**config.mk**
```make
export PLATFORM = sky130hd
export DESIGN_NAME = plane_crossing_section
export DESIGN_NICKNAME = d
export VERILOG_FILES = /design/src/rtl/pcs_pkg.sv /design/src/rtl/pcs_ram.sv /design/src/rtl/pcs_div.sv /design/src/rtl/pcs_datapath.sv /design/src/rtl/pcs_ctrl.sv /design/src/rtl/plane_crossing_section.sv
export VERILOG_INCLUDE_DIRS = /design/src /design/src/rtl
export SDC_FILE = /design/constraint.sdc
export NUM_CORES = 2
export LEC_CHECK = 0
export BUFFER_PORTS_ARGS = -buffer_cell sky130_fd_sc_hd__clkbuf_2
export CORE_MARGIN = 5
export CORE_UTILIZATION = 40
export DETAILED_ROUTE_END_ITERATION = 8
export PLACE_DENSITY = 0.52
export SLEW_MARGIN = 20
export SYNTH_ARGS = -nofsm -noshare
export SYNTH_HDL_FRONTEND = slang
export SYNTH_SLANG_ARGS = --single-unit
```
**constraint.sdc**
```tcl
create_clock -name clk -period 15.1 [get_ports clk]
set_input_delay 4.53 -clock clk [delete_from_list [all_inputs] [get_ports clk]]
set_output_delay 4.53 -clock clk [all_outputs]
set_load 0.1 [all_outputs]
```
**src/rtl/plane_crossing_section_defines.svh**
```systemverilog
// Assertion macros for the plane crossing section block.
`ifndef PLANE_CROSSING_SECTION_DEFINES_SVH
`define PLANE_CROSSING_SECTION_DEFINES_SVH

// same-cycle implication, sampled on clk, off during rst
`define PCS_ASSERT_IMPLY(lbl, ante, cons) \
  lbl: assert property (@(posedge clk) disable iff (rst) (ante) |-> (cons)) \
    else $error("plane crossing section: assertion failed");

// next-cycle implication, sampled on clk, off during rst
`define PCS_ASSERT_NEXT(lbl, ante, cons) \
  lbl: assert property (@(posedge clk) disable iff (rst) (ante) |=> (cons)) \
    else $error("plane crossing section: assertion failed");

`endif

```
**src/rtl/pcs_pkg.sv**
```systemverilog
`timescale 1ns / 1ps
`default_nettype none

package pcs_pkg;

  localparam int DIM       = 8;
  localparam int IDX_W     = (DIM > 1) ? $clog2(DIM) : 1;
  localparam int LEN_W     = 6;
  localparam int CI_W      = 5;
  localparam int DATA_W    = 32;
  localparam int T_W       = 31;
  localparam int PROD_W    = DATA_W + T_W;
  localparam int STEP_W    = $clog2(T_W + 1);
  localparam int CFG_IDX_W = 3;

  localparam logic [CFG_IDX_W-1:0] REG_COORD_INDEX    = CFG_IDX_W'(0);
  localparam logic [CFG_IDX_W-1:0] REG_PLANE_POSITION = CFG_IDX_W'(1);
  localparam logic [CFG_IDX_W-1:0] REG_COUNT_POSITIVE = CFG_IDX_W'(2);
  localparam logic [CFG_IDX_W-1:0] REG_COUNT_NEGATIVE = CFG_IDX_W'(3);
  localparam logic [CFG_IDX_W-1:0] REG_VECTOR_LENGTH  = CFG_IDX_W'(4);

  localparam logic [LEN_W-1:0] VECTOR_LENGTH_RESET = LEN_W'(8);
  localparam logic [PROD_W:0]  ROUND_HALF = (PROD_W + 1)'(1) << (T_W - 1);

  typedef struct packed {
    logic accept;
    logic rd_coord;
    logic classify;
    logic rd_elem;
    logic mul;
    logic round;
    logic load_out;
    logic next_elem;
    logic finish;
  } ctrl_cmd_t;

  typedef struct packed {
    logic complete;
    logic copy;
    logic interp;
    logic div_done;
    logic last_elem;
    logic out_free;
  } ctrl_status_t;

endpackage

`default_nettype wire

```
**src/rtl/pcs_ram.sv**
```systemverilog
`timescale 1ns / 1ps
`default_nettype none

module pcs_ram #(
  parameter int WIDTH = 32,
  parameter int DEPTH = 8,
  localparam int AW = (DEPTH > 1) ? $clog2(DEPTH) : 1
) (
  input  logic             clk,
  input  logic             we,
  input  logic [AW-1:0]    waddr,
  input  logic [WIDTH-1:0] wdata,
  input  logic             re,
  input  logic [AW-1:0]    raddr,
  output logic [WIDTH-1:0] rdata
);

  logic [WIDTH-1:0] mem [DEPTH];

  always_ff @(posedge clk) begin
    if (we) begin
      mem[waddr] <= wdata;
    end
    if (re) begin
      rdata <= mem[raddr];
    end
  end

endmodule

`default_nettype wire

```
**src/rtl/pcs_div.sv**
```systemverilog
`timescale 1ns / 1ps
`default_nettype none

module pcs_div (
  input  logic                       clk,
  input  logic                       rst,
  input  logic                       start,
  input  logic [pcs_pkg::DATA_W-1:0] num,
  input  logic [pcs_pkg::DATA_W-1:0] den,
  output logic                       done,
  output logic [pcs_pkg::T_W-1:0]    quot
);

  import pcs_pkg::*;

  logic [DATA_W-1:0] rem;
  logic [DATA_W-1:0] den_r;
  logic [STEP_W-1:0] steps;
  logic              running;
  logic [DATA_W:0]   shifted;
  logic [DATA_W:0]   diff;
  logic              ge;

  // restoring division of num * 2^T_W by den, one quotient bit a cycle
  always_comb begin
    shifted = {rem, 1'b0};
    diff    = shifted - {1'b0, den_r};
    ge      = (shifted >= {1'b0, den_r});
  end

  always_ff @(posedge clk) begin
    if (rst) begin
      running <= 1'b0;
      done    <= 1'b0;
      steps   <= '0;
    end else begin
      done <= 1'b0;
      if (start) begin
        running <= 1'b1;
        steps   <= STEP_W'(T_W);
      end else if (running) begin
        steps <= steps - STEP_W'(1);
        if (steps == STEP_W'(1)) begin
          running <= 1'b0;
          done    <= 1'b1;
        end
      end
    end
  end

  always_ff @(posedge clk) begin
    if (start) begin
      rem   <= num;
      den_r <= den;
      quot  <= '0;
    end else if (running) begin
      rem  <= ge ? diff[DATA_W-1:0] : shifted[DATA_W-1:0];
      quot <= {quot[T_W-2:0], ge};
    end
  end

endmodule

`default_nettype wire

```
**src/rtl/pcs_datapath.sv**
```systemverilog
`timescale 1ns / 1ps
`default_nettype none

module pcs_datapath (
  input  logic                              clk,
  input  logic                              rst,
  input  logic                              cfg_we,
  input  logic [pcs_pkg::CFG_IDX_W-1:0]     cfg_index,
  input  logic [pcs_pkg::DATA_W-1:0]        cfg_data,
  input  logic signed [pcs_pkg::DATA_W-1:0] sample,
  input  pcs_pkg::ctrl_cmd_t                cmd,
  output pcs_pkg::ctrl_status_t             status,
  input  logic                              out_ready,
  output logic                              out_valid,
  output logic signed [pcs_pkg::DATA_W-1:0] section_value,
  output logic                              last_of_vector
);

  import pcs_pkg::*;

  logic [CI_W-1:0]          coord_index;
  logic signed [DATA_W-1:0] plane_position;
  logic                     count_positive;
  logic                     count_negative;
  logic [LEN_W-1:0]         vector_length;

  logic [LEN_W-1:0]         len_eff;
  logic [LEN_W-1:0]         ci_full;
  logic [IDX_W-1:0]         coord_sel;
  logic                     two_sided;

  logic [IDX_W-1:0]         elem_count;
  logic [IDX_W-1:0]         elem_idx;
  logic                     bank;
  logic                     armed;
  logic                     copy_mode;

  logic [IDX_W-1:0]         rd_addr;
  logic                     rd_en;
  logic [DATA_W-1:0]        rd0;
  logic [DATA_W-1:0]        rd1;
  logic signed [DATA_W-1:0] cur_d;
  logic signed [DATA_W-1:0] prev_d;

  logic                     cur_below;
  logic                     cur_on;
  logic                     prev_below;
  logic                     prev_on;
  logic                     side_change;

  logic signed [DATA_W:0]   diff_n;
  logic signed [DATA_W:0]   neg_n;
  logic signed [DATA_W:0]   diff_d;
  logic signed [DATA_W:0]   neg_d;
  logic [DATA_W-1:0]        num;
  logic [DATA_W-1:0]        den;
  logic                     div_start;
  logic                     div_done;
  logic [T_W-1:0]           t;

  logic signed [DATA_W:0]   diff_e;
  logic signed [DATA_W:0]   neg_e;
  logic [DATA_W-1:0]        mag;
  logic [PROD_W-1:0]        prod;
  logic signed [DATA_W-1:0] a_reg;
  logic signed [DATA_W-1:0] b_reg;
  logic                     neg;
  logic [PROD_W:0]          rnd_sum;
  logic [DATA_W-1:0]        r;
  logic signed [DATA_W:0]   res_sum;
  logic signed [DATA_W-1:0] out_value;

  always_ff @(posedge clk) begin
    if (rst) begin
      coord_index    <= '0;
      plane_position <= '0;
      count_positive <= 1'b1;
      count_negative <= 1'b0;
      vector_length  <= VECTOR_LENGTH_RESET;
    end else if (cfg_we) begin
      unique case (cfg_index)
        REG_COORD_INDEX:    coord_index    <= cfg_data[CI_W-1:0];
        REG_PLANE_POSITION: plane_position <= cfg_data;
        REG_COUNT_POSITIVE: count_positive <= cfg_data[0];
        REG_COUNT_NEGATIVE: count_negative <= cfg_data[0];
        REG_VECTOR_LENGTH:  vector_length  <= cfg_data[LEN_W-1:0];
        default: ;
      endcase
    end
  end

  always_comb begin
    priority if (vector_length == '0) begin
      len_eff = LEN_W'(1);
    end else if (vector_length > LEN_W'(DIM)) begin
      len_eff = LEN_W'(DIM);
    end else begin
      len_eff = vector_length;
    end
    ci_full   = (LEN_W'(coord_index) < len_eff) ? LEN_W'(coord_index)
                                                : len_eff - LEN_W'(1);
    coord_sel = ci_full[IDX_W-1:0];
    two_sided = count_positive & count_negative;
  end

  always_ff @(posedge clk) begin
    if (rst) begin
      elem_count <= '0;
      elem_idx   <= '0;
      bank       <= 1'b0;
    end else begin
      if (cmd.accept) begin
        elem_count <= status.complete ? '0 : elem_count + IDX_W'(1);
      end
      if (cmd.finish) begin
        elem_idx <= '0;
        bank     <= ~bank;
      end else if (cmd.next_elem) begin
        elem_idx <= elem_idx + IDX_W'(1);
      end
    end
  end

  assign rd_addr = cmd.rd_coord ? coord_sel : elem_idx;
  assign rd_en   = cmd.rd_coord | cmd.rd_elem;

  pcs_ram #(
    .WIDTH (DATA_W),
    .DEPTH (DIM)
  ) u_ram0 (
    .clk   (clk),
    .we    (cmd.accept & ~bank),
    .waddr (elem_count),
    .wdata (sample),
    .re    (rd_en),
    .raddr (rd_addr),
    .rdata (rd0)
  );

  pcs_ram #(
    .WIDTH (DATA_W),
    .DEPTH (DIM)
  ) u_ram1 (
    .clk   (clk),
    .we    (cmd.accept & bank),
    .waddr (elem_count),
    .wdata (sample),
    .re    (rd_en),
    .raddr (rd_addr),
    .rdata (rd1)
  );

  always_comb begin
    cur_d       = bank ? rd1 : rd0;
    prev_d      = bank ? rd0 : rd1;
    cur_below   = (cur_d < plane_position);
    cur_on      = (cur_d == plane_position);
    prev_below  = (prev_d < plane_position);
    prev_on     = (prev_d == plane_position);
    side_change = (cur_below != prev_below) || (cur_on != prev_on);

    diff_n = {plane_position[DATA_W-1], plane_position} - {prev_d[DATA_W-1], prev_d};
    neg_n  = -diff_n;
    num    = diff_n[DATA_W] ? neg_n[DATA_W-1:0] : diff_n[DATA_W-1:0];
    diff_d = {cur_d[DATA_W-1], cur_d} - {prev_d[DATA_W-1], prev_d};
    neg_d  = -diff_d;
    den    = diff_d[DATA_W] ? neg_d[DATA_W-1:0] : diff_d[DATA_W-1:0];
  end

  assign div_start = cmd.classify & status.interp;

  pcs_div u_div (
    .clk   (clk),
    .rst   (rst),
    .start (div_start),
    .num   (num),
    .den   (den),
    .done  (div_done),
    .quot  (t)
  );

  always_ff @(posedge clk) begin
    if (rst) begin
      armed <= 1'b0;
    end else if (cmd.classify) begin
      priority if (armed) begin
        if (cur_on) begin
          armed <= two_sided;
        end else if (side_change && !two_sided) begin
          armed <= 1'b0;
        end
      end else if (two_sided) begin
        armed <= 1'b1;
      end else if ((count_positive || count_negative) && !cur_on) begin
        armed <= count_positive ? cur_below : ~cur_below;
      end else begin
        armed <= 1'b0;
      end
    end
  end

  always_ff @(posedge clk) begin
    if (cmd.classify) begin
      copy_mode <= cur_on;
    end
  end

  always_comb begin
    diff_e  = {cur_d[DATA_W-1], cur_d} - {prev_d[DATA_W-1], prev_d};
    neg_e   = -diff_e;
    mag     = diff_e[DATA_W] ? neg_e[DATA_W-1:0] : diff_e[DATA_W-1:0];
    rnd_sum = {1'b0, prod} + ROUND_HALF;
    res_sum = neg ? ({a_reg[DATA_W-1], a_reg} - {1'b0, r})
                  : ({a_reg[DATA_W-1], a_reg} + {1'b0, r});
    out_value = copy_mode ? b_reg : res_sum[DATA_W-1:0];
  end

  always_ff @(posedge clk) begin
    if (cmd.mul) begin
      prod  <= PROD_W'(mag) * PROD_W'(t);
      a_reg <= prev_d;
      b_reg <= cur_d;
      neg   <= diff_e[DATA_W];
    end
    if (cmd.round) begin
      r <= rnd_sum[T_W +: DATA_W];
    end
  end

  always_ff @(posedge clk) begin
    if (rst) begin
      out_valid <= 1'b0;
    end else if (cmd.load_out) begin
      out_valid <= 1'b1;
    end else if (out_ready) begin
      out_valid <= 1'b0;
    end
  end

  always_ff @(posedge clk) begin
    if (cmd.load_out) begin
      section_value  <= out_value;
      last_of_vector <= status.last_elem;
    end
  end

  always_comb begin
    status.complete  = ((LEN_W'(elem_count) + LEN_W'(1)) >= len_eff);
    status.copy      = armed & cur_on;
    status.interp    = armed & ~cur_on & side_change;
    status.div_done  = div_done;
    status.last_elem = (LEN_W'(elem_idx) == (len_eff - LEN_W'(1)));
    status.out_free  = ~out_valid | out_ready;
  end

endmodule

`default_nettype wire

```
**src/rtl/pcs_ctrl.sv**
```systemverilog
`timescale 1ns / 1ps
`default_nettype none

module pcs_ctrl (
  input  logic                  clk,
  input  logic                  rst,
  input  logic                  in_valid,
  output logic                  in_ready,
  input  pcs_pkg::ctrl_status_t status,
  output pcs_pkg::ctrl_cmd_t    cmd
);

  import pcs_pkg::*;

  localparam logic [2:0] S_IDLE  = 3'd0;
  localparam logic [2:0] S_COORD = 3'd1;
  localparam logic [2:0] S_CLASS = 3'd2;
  localparam logic [2:0] S_DIV   = 3'd3;
  localparam logic [2:0] S_READ  = 3'd4;
  localparam logic [2:0] S_MUL   = 3'd5;
  localparam logic [2:0] S_ROUND = 3'd6;
  localparam logic [2:0] S_LOAD  = 3'd7;

  logic [2:0] state;
  logic [2:0] state_next;

  always_ff @(posedge clk) begin
    if (rst) begin
      state <= S_IDLE;
    end else begin
      state <= state_next;
    end
  end

  always_comb begin
    state_next = state;
    cmd        = '0;
    in_ready   = 1'b0;
    unique case (state)
      S_IDLE: begin
        in_ready   = 1'b1;
        cmd.accept = in_valid;
        if (in_valid && status.complete) begin
          state_next = S_COORD;
        end
      end
      S_COORD: begin
        cmd.rd_coord = 1'b1;
        state_next   = S_CLASS;
      end
      S_CLASS: begin
        cmd.classify = 1'b1;
        priority if (status.copy) begin
          state_next = S_READ;
        end else if (status.interp) begin
          state_next = S_DIV;
        end else begin
          cmd.finish = 1'b1;
          state_next = S_IDLE;
        end
      end
      S_DIV: begin
        if (status.div_done) begin
          state_next = S_READ;
        end
      end
      S_READ: begin
        cmd.rd_elem = 1'b1;
        state_next  = S_MUL;
      end
      S_MUL: begin
        cmd.mul    = 1'b1;
        state_next = S_ROUND;
      end
      S_ROUND: begin
        cmd.round  = 1'b1;
        state_next = S_LOAD;
      end
      S_LOAD: begin
        if (status.out_free) begin
          cmd.load_out = 1'b1;
          if (status.last_elem) begin
            cmd.finish = 1'b1;
            state_next = S_IDLE;
          end else begin
            cmd.next_elem = 1'b1;
            state_next    = S_READ;
          end
        end
      end
      default: begin
        state_next = S_IDLE;
      end
    endcase
  end

endmodule

`default_nettype wire

```
**src/rtl/plane_crossing_section.sv**
```systemverilog
// Elements that do not complete a vector are taken one per cycle.
// A completing element starts classification: with no crossing the block
// returns to idle; an on-plane vector is copied and a crossing goes first
// through the one-bit-a-cycle divider, then the read-multiply-round-load
// loop per element, held by output stalls. Synchronous reset clears control
// state and loads the register defaults; vector memories are not cleared.
`timescale 1ns / 1ps
`default_nettype none
`include "plane_crossing_section_defines.svh"

module plane_crossing_section (
  input  logic                              clk,
  input  logic                              rst,
  input  logic                              cfg_valid,
  output logic                              cfg_ready,
  input  logic [pcs_pkg::CFG_IDX_W-1:0]     cfg_index,
  input  logic [pcs_pkg::DATA_W-1:0]        cfg_data,
  input  logic                              in_valid,
  output logic                              in_ready,
  input  logic signed [pcs_pkg::DATA_W-1:0] sample,
  output logic                              out_valid,
  input  logic                              out_ready,
  output logic signed [pcs_pkg::DATA_W-1:0] section_value,
  output logic                              last_of_vector
);

  import pcs_pkg::*;

  ctrl_cmd_t    cmd;
  ctrl_status_t status;

  assign cfg_ready = 1'b1;

  pcs_ctrl u_ctrl (
    .clk      (clk),
    .rst      (rst),
    .in_valid (in_valid),
    .in_ready (in_ready),
    .status   (status),
    .cmd      (cmd)
  );

  pcs_datapath u_datapath (
    .clk            (clk),
    .rst            (rst),
    .cfg_we         (cfg_valid),
    .cfg_index      (cfg_index),
    .cfg_data       (cfg_data),
    .sample         (sample),
    .cmd            (cmd),
    .status         (status),
    .out_ready      (out_ready),
    .out_valid      (out_valid),
    .section_value  (section_value),
    .last_of_vector (last_of_vector)
  );

  `PCS_ASSERT_IMPLY(a_load_into_free_slot, cmd.load_out, status.out_free)
  `PCS_ASSERT_NEXT(a_emission_holds_input, cmd.classify && (status.copy || status.interp), !in_ready)
  `PCS_ASSERT_IMPLY(a_result_from_load, $rose(out_valid), $past(cmd.load_out))

endmodule

`default_nettype wire
```
======== Word level (Yosys, flattened, before mapping) ========
Memory sizes are Yosys's and may differ from the RTL's. A register that Yosys moved wholly into a read port is not among the register bits.
Cells that the tools add are included.
word-level totals
  register bits ........................... 353
  bits in latches ......................... 0
  memory bits (writable) .................. 512
  memory bits (read-only) ................. 0
  output and inout port bits .............. 36
  word-level logic and storage cells ...... 154
  memories kept ........................... 2
memories
  name                   depth  bits a word  rd ports  clocked after Yosys merged registers in  write ports  line           source
  u_datapath.u_ram0.mem  8      32           1         1                                        1            pcs_ram.sv:18  logic [WIDTH-1:0] mem [DEPTH];
  u_datapath.u_ram1.mem  8      32           1         1                                        1            pcs_ram.sv:18
operators by class
  add/subtract/negate cells ............... 13
  multipliers ............................. 1
  divide/modulo/power cells ............... 0
  magnitude comparators ................... 6
  eq/ne operators ......................... 20
  shifts and indexed selects .............. 0
  muxes and demuxes ....................... 53
  bitwise operators ....................... 14
  reductions and logical operators ........ 20
operators by type and width
  cell                                                                              count
  32-bit two-way mux                                                                9
  32-bit by 32-bit subtractor with 33-bit output                                    2
  32-bit equality test                                                              2
  32-bit < comparator                                                               2
  32-bit negator                                                                    2
  32-bit subtractor                                                                 2
  63-bit by 31-bit adder with 63-bit output (second input constant)                 1
  32-bit by 31-bit multiplier with 63-bit output                                    1
  33-bit by 32-bit greater-or-equal comparator with 1-bit output                    1
  32-bit adder                                                                      1
  1-bit two-way mux                                                                 27
  3-bit two-way mux                                                                 9
  3-bit case mux with 8 select lines                                                1
  3-bit equality test (second input constant)                                       5
  3-bit by 2-bit equality test with 1-bit output (second input constant)            4
  6-bit two-way mux                                                                 2
  5-bit two-way mux                                                                 2
  2-bit AND reduction                                                               5
  1-bit bitwise AND                                                                 7
  3-bit by 1-bit adder with 3-bit output (second input constant)                    2
  3-bit by 1-bit equality test with 1-bit output (second input constant)            2
  3-bit by 6-bit equality test with 1-bit output                                    1
  6-bit greater-or-equal comparator                                                 1
  6-bit by 4-bit greater-than comparator with 1-bit output (second input constant)  1
  other kinds (21)                                                                  35

======== Depth between registers and ports, before layout ========
  depth after elaboration ................. 9
  depth in mapped cells ................... 47
  depth with buffers taken out ............ 41

======== Modules after synthesis ========
A second synthesis with hierarchy kept.
unflattened totals
  cell total of the unflattened synthesis .. 6907
  area total of the unflattened synthesis .. 76583.4 µm²
by module, submodules not included
  module                  times used  cells each  area each (µm²)  seq. area each (µm²)
  pcs_datapath            1           5449        48616.6          6005.8
  pcs_ram                 2           415         10786.6          8648.3
  pcs_div                 1           594         6130.9           2682.6
  pcs_ctrl                1           32          251.5            60.1
  plane_crossing_section  1           2           11.3             0.0

======== Worst setup path after synthesis ========
OpenSTA, ideal clock, no wires.
  kind .................................... register to register
  from .................................... register u_datapath.bank
  to ...................................... register u_datapath.prod[56] (data pin)
  data arrival time ....................... 10969 ps
  required time ........................... 14842 ps
  setup slack ............................. 3873 ps
  stages on the path, launching flop included .. 42
  cells stage by stage .................... dfxtp_1 > clkbuf_1 > clkbuf_1 > mux2i_1 > inv_1 > fa_1 > nor2b_1 > o31a_1 > o21bai_1 > a211oi_1 > o21ai_1 > xnor2_1 > nor4_2 > and2_1 > a31o_2 > nand2_1 > xnor2_1 > clkbuf_1 > (+6 left out) > inv_1 > fa_1 > fa_1 > fa_1 > fa_1 > ha_1 > clkbuf_1 > nand2_1 > nor2_1 > nand4_1 > or2_2 > o311ai_0 > o2111ai_1 > a21oi_1 > o21ai_0 > o21ai_0 > a31oi_1 > xnor2_1
on the way
  cells in the longest elaborated chain, start to end .. 5
  elaborated cells between the ends (all ways) .. 6
  classes of those cells .................. add/sub (2); mul (1); mux (3)
RTL lines
  element                                           line                 source
  start, declared                                   pcs_datapath.sv:34   logic bank;
  start signal, assigned                            pcs_datapath.sv:117  bank <= ~bank;
  32-bit two-way mux *                              pcs_datapath.sv:155  prev_d = bank ? rd0 : rd1;
  net u_datapath.prev_d[1]                          pcs_datapath.sv:43   logic signed [DATA_W-1:0] prev_d;
  32-bit by 32-bit subtractor with 33-bit output *  pcs_datapath.sv:209  diff_e = {cur_d[DATA_W-1], cur_d} - {prev_d[DATA_W-1], prev_d};
  32-bit negator                                    pcs_datapath.sv:210  neg_e = -diff_e;
  32-bit two-way mux *                              pcs_datapath.sv:211  mag = diff_e[DATA_W] ? neg_e[DATA_W-1:0] : diff_e[DATA_W-1:0];
  32-bit by 31-bit multiplier with 63-bit output *  pcs_datapath.sv:220  prod <= PROD_W'(mag) * PROD_W'(t);
  end signal, assigned                              pcs_datapath.sv:220
  end, declared                                     pcs_datapath.sv:64   logic [PROD_W-1:0] prod;
The timed path passes the listed nets; every way through them passes the cells marked *.
A chain may end at the register's enable or synchronous reset.

======== Worst setup path in the final report ========
  from .................................... register u_datapath.bank
  to ...................................... register u_datapath.prod[57] (data pin)
The elaborated chain is that of the path after synthesis.

==> flow_metrics.env <==
export IMPL_grt_antenna_before_repair=16
export IMPL_core_area_sq_mm=0.190
export IMPL_rsz0062_at_grt="no"
export IMPL_io_buffers=106
export IMPL_cts_resized=0
export IMPL_highest_layer="met5"
export IMPL_relSlewSlack_pct=27.5
export IMPL_clock_path_buffers=3
export IMPL_synthTopCellsByArea="edfxtp_1, fa_1, ha_1"
export IMPL_holdWs_ns=0.492
export IMPL_synth_common_cells="nand2_1, inv_1, fa_1"
export IMPL_fp_dieW_um=446
export IMPL_yosysTopAreaCellShare_pct=31.7
export IMPL_yosysTopAreaCell="edfxtp_1"
export IMPL_synth_ff_type="edfxtp_1"
export IMPL_overflow=0
export IMPL_avgViaCountPerCell=5.28
export IMPL_whs_path_depth=2
export IMPL_grt_max_degree=156
export IMPL_grt_pass1_vias=55556
export IMPL_postCtsSetupBuffers=0
export IMPL_wl_met3_mm=8.96
export IMPL_clock_sinks=899
export IMPL_muxShareOfSynthArea_pct=1.76
export IMPL_synth_cells=7656
export IMPL_ctsHoldBuffers=0
export IMPL_timing_rr_start="u_datapath.bank"
export IMPL_fin_setup_tns_ns=0
export IMPL_drt_iter0_drc=3944
export IMPL_critPathLaunchType="flop"
export IMPL_cts_tree="built"
export IMPL_whs_endpoint="u_datapath.plane_position[10]"
export IMPL_dieArea_sq_mm=0.199
export IMPL_slew_violations=0
export IMPL_setup_worst_path_class="flop to flop"
export IMPL_crit_required_ns=15.56
export IMPL_root_buffer="clkbuf_16"
export IMPL_ys_ff_latch=899
export IMPL_p_leak_nw=35.6
export IMPL_ys_seq_area_share_pct=34.2
export IMPL_slowest_delay_ns=0.94
export IMPL_ff2ff_path_depth=39
export IMPL_yosys_area_share_simple_pct=16.9
export IMPL_reg2reg_to="u_datapath.prod[57]"
export IMPL_cp_max_fo=58
export IMPL_hold_path_startpoint="u_datapath.plane_position[10]"
export IMPL_peakVddDrop_v=0.000103
export IMPL_fin_skew_ns=0.0689
export IMPL_avgSynthCellArea_sq_um=9.94
export IMPL_synth_top_family_by_area="adder cells"
export IMPL_dr_pass1_iters=6
export IMPL_die_h_um=446
export IMPL_critPathCaptureType="flop"
export IMPL_setup_viol=0
export IMPL_hold_class="flop to flop"
export IMPL_ys_types=87
export IMPL_gp_congestion=0.913
export IMPL_initial_core_util_pct=40.1
export IMPL_area_delta_synth_final_pct=9.14
export IMPL_synth_xor_area_share_pct=3.05
export IMPL_fin_crit_sh_pct=89.8
export IMPL_wl_met1_mm=96.4
export IMPL_wl_met2_mm=109
export IMPL_max_cap_violations=0
export IMPL_async_flop_share_pct=0
export IMPL_r2r_slack_ns=1.53
export IMPL_rows=160
export IMPL_pin_count=108
export IMPL_synth_edff_count=804
export IMPL_worstPathArrival_ns=14.03
export IMPL_synth_adder_area_share_pct=29.9
export IMPL_reg_top3="u_datapath.u_ram0.mem x256, u_datapath.u_ram1.mem x256, u_datapath.prod x33"
export IMPL_cts_max_level=3
export IMPL_synth_compound_area_share_pct=7.06
export IMPL_ant_nets=0
export IMPL_wl_per_cell_um=21.8
export IMPL_clock_fmax_ghz=0.0737
export IMPL_worst_pin_slew_ns=1.08
export IMPL_clkTransAtPathRegs_ns=0.06
export IMPL_grt_pass1_wl_mm=344
export IMPL_layout_drive_gt1_share_pct=6.96
export IMPL_yosys_warnings=0
export IMPL_drc=0
export IMPL_num_vias=53893
export IMPL_slowest_stage="dfxtp_4"
export IMPL_min_period_ns=13.57
export IMPL_grtUsageTotal_pct=22.6
export IMPL_routed_wl_mm=223
export IMPL_fin_nets=8970
export IMPL_clock_latency_ns=0.76
export IMPL_crit_top_cell="fa_1"
export IMPL_fillCellCount=18230
export IMPL_cts_buffers=102
export IMPL_outcome="complete, no violations"
export IMPL_synth_most_common_cell="nand2_1"
export IMPL_syn_area_sq_mm=0.0761
export IMPL_power_density_mw_per_mm2=81.7
export IMPL_hpwl_mm=162
export IMPL_final_hold_viol_count=0
## metrics by stage
stage / setup WS [ns] / utilization [%] / instance area, sq um / power [mW] / cells
5_1_grt: 0.776 / 43.8 / 83100 / 7.11 / 10201
6_report: 1.53 / 43.8 / 83100 / 6.78 / 10204
4_1_cts: 1.63 / 43.8 / 83100 / 6.86 / 10198
3_5_place_dp: 1.64 / 42.0 / 79700 / 4.36 / 10008
2_1_floorplan: 3.87 / - / 76100 / 3.71 / 7657
3_3_place_gp: 1.80 / 42.0 / 79700 / 4.35 / 10008
## kinds of logic after synthesis
group / Yosys count
compound gates: 856
buf+inv: 1437
fa+ha+maj: 1297
flops: 899
other cells: 1
xor+xnor: 264
simple gates: 2773
mux: 129
## worst max-delay path by stage
stage,endpoint,from,slack (ns),cells after the start
3_5_place_dp,u_datapath.prod[57],u_datapath.bank,1.64,39
6_report,u_datapath.prod[57],u_datapath.bank,1.53,39
2_1_floorplan,u_datapath.prod[56],u_datapath.bank,3.87,41
4_1_cts,u_datapath.prod[57],u_datapath.bank,1.63,39
5_1_grt,u_datapath.prod[55],u_datapath.bank,0.78,39
3_3_place_gp,u_datapath.prod[57],u_datapath.bank,1.80,38
## critical path, delay by kind of cell (launching register included)
family / cells / cell delay, ns
fa+ha+maj: 10 / 5.03
flops: 1 / 0.94
buf+inv: 6 / 0.83
xor+xnor: 2 / 1.19
compound gates: 14 / 3.70
mux: 1 / 0.57
simple gates: 6 / 0.99
## layout make-up
type	count	area [sq um]	area share, %
Sequential cell	899	26100	31.4
Clock buffer	124	2680	3.23
Clock inverter	66	671	0.807
Timing Repair Buffer	231	1480	1.78
Tap cell	2511	3140	3.78
Multi-Input combinational cell	5321	45100	54.3
Antenna cell	6	15.0	0.0181
Inverter	1046	3930	4.73
## power breakdown
group | internal [mW] | total (mW) | switching (mW)
logic | 0.417 | 1.54 | 1.12
clock network | 1.38 | 2.48 | 1.09
registers | 2.75 | 2.77 | 0.0197
total | 4.55 | 6.78 | 2.23
## per-layer routing
metal | GRT usage [%] | vias up
met3 | 2.62 | 317
met5 | 0 | -
met2 | 38.6 | 1136
met4 | 7.30 | 4
li1 | - | 24865
met1 | 30.0 | 27571
## placed cells by master (no fill, tap or decap), drive strengths merged, types with 210 or more instances in the layout
| master | instances |
|---|---|
| edfxtp | 804 |
| nand2 | 1398 |
| inv | 1049 |
| o21ai | 210 |
| fa | 869 |
| ha | 428 |
| and2 | 410 |
| clkbuf | 230 |
| nand3 | 384 |
| nor2 | 230 |
| a21oi | 264 |
No activity file was read; power rests on OpenSTA's default activity.
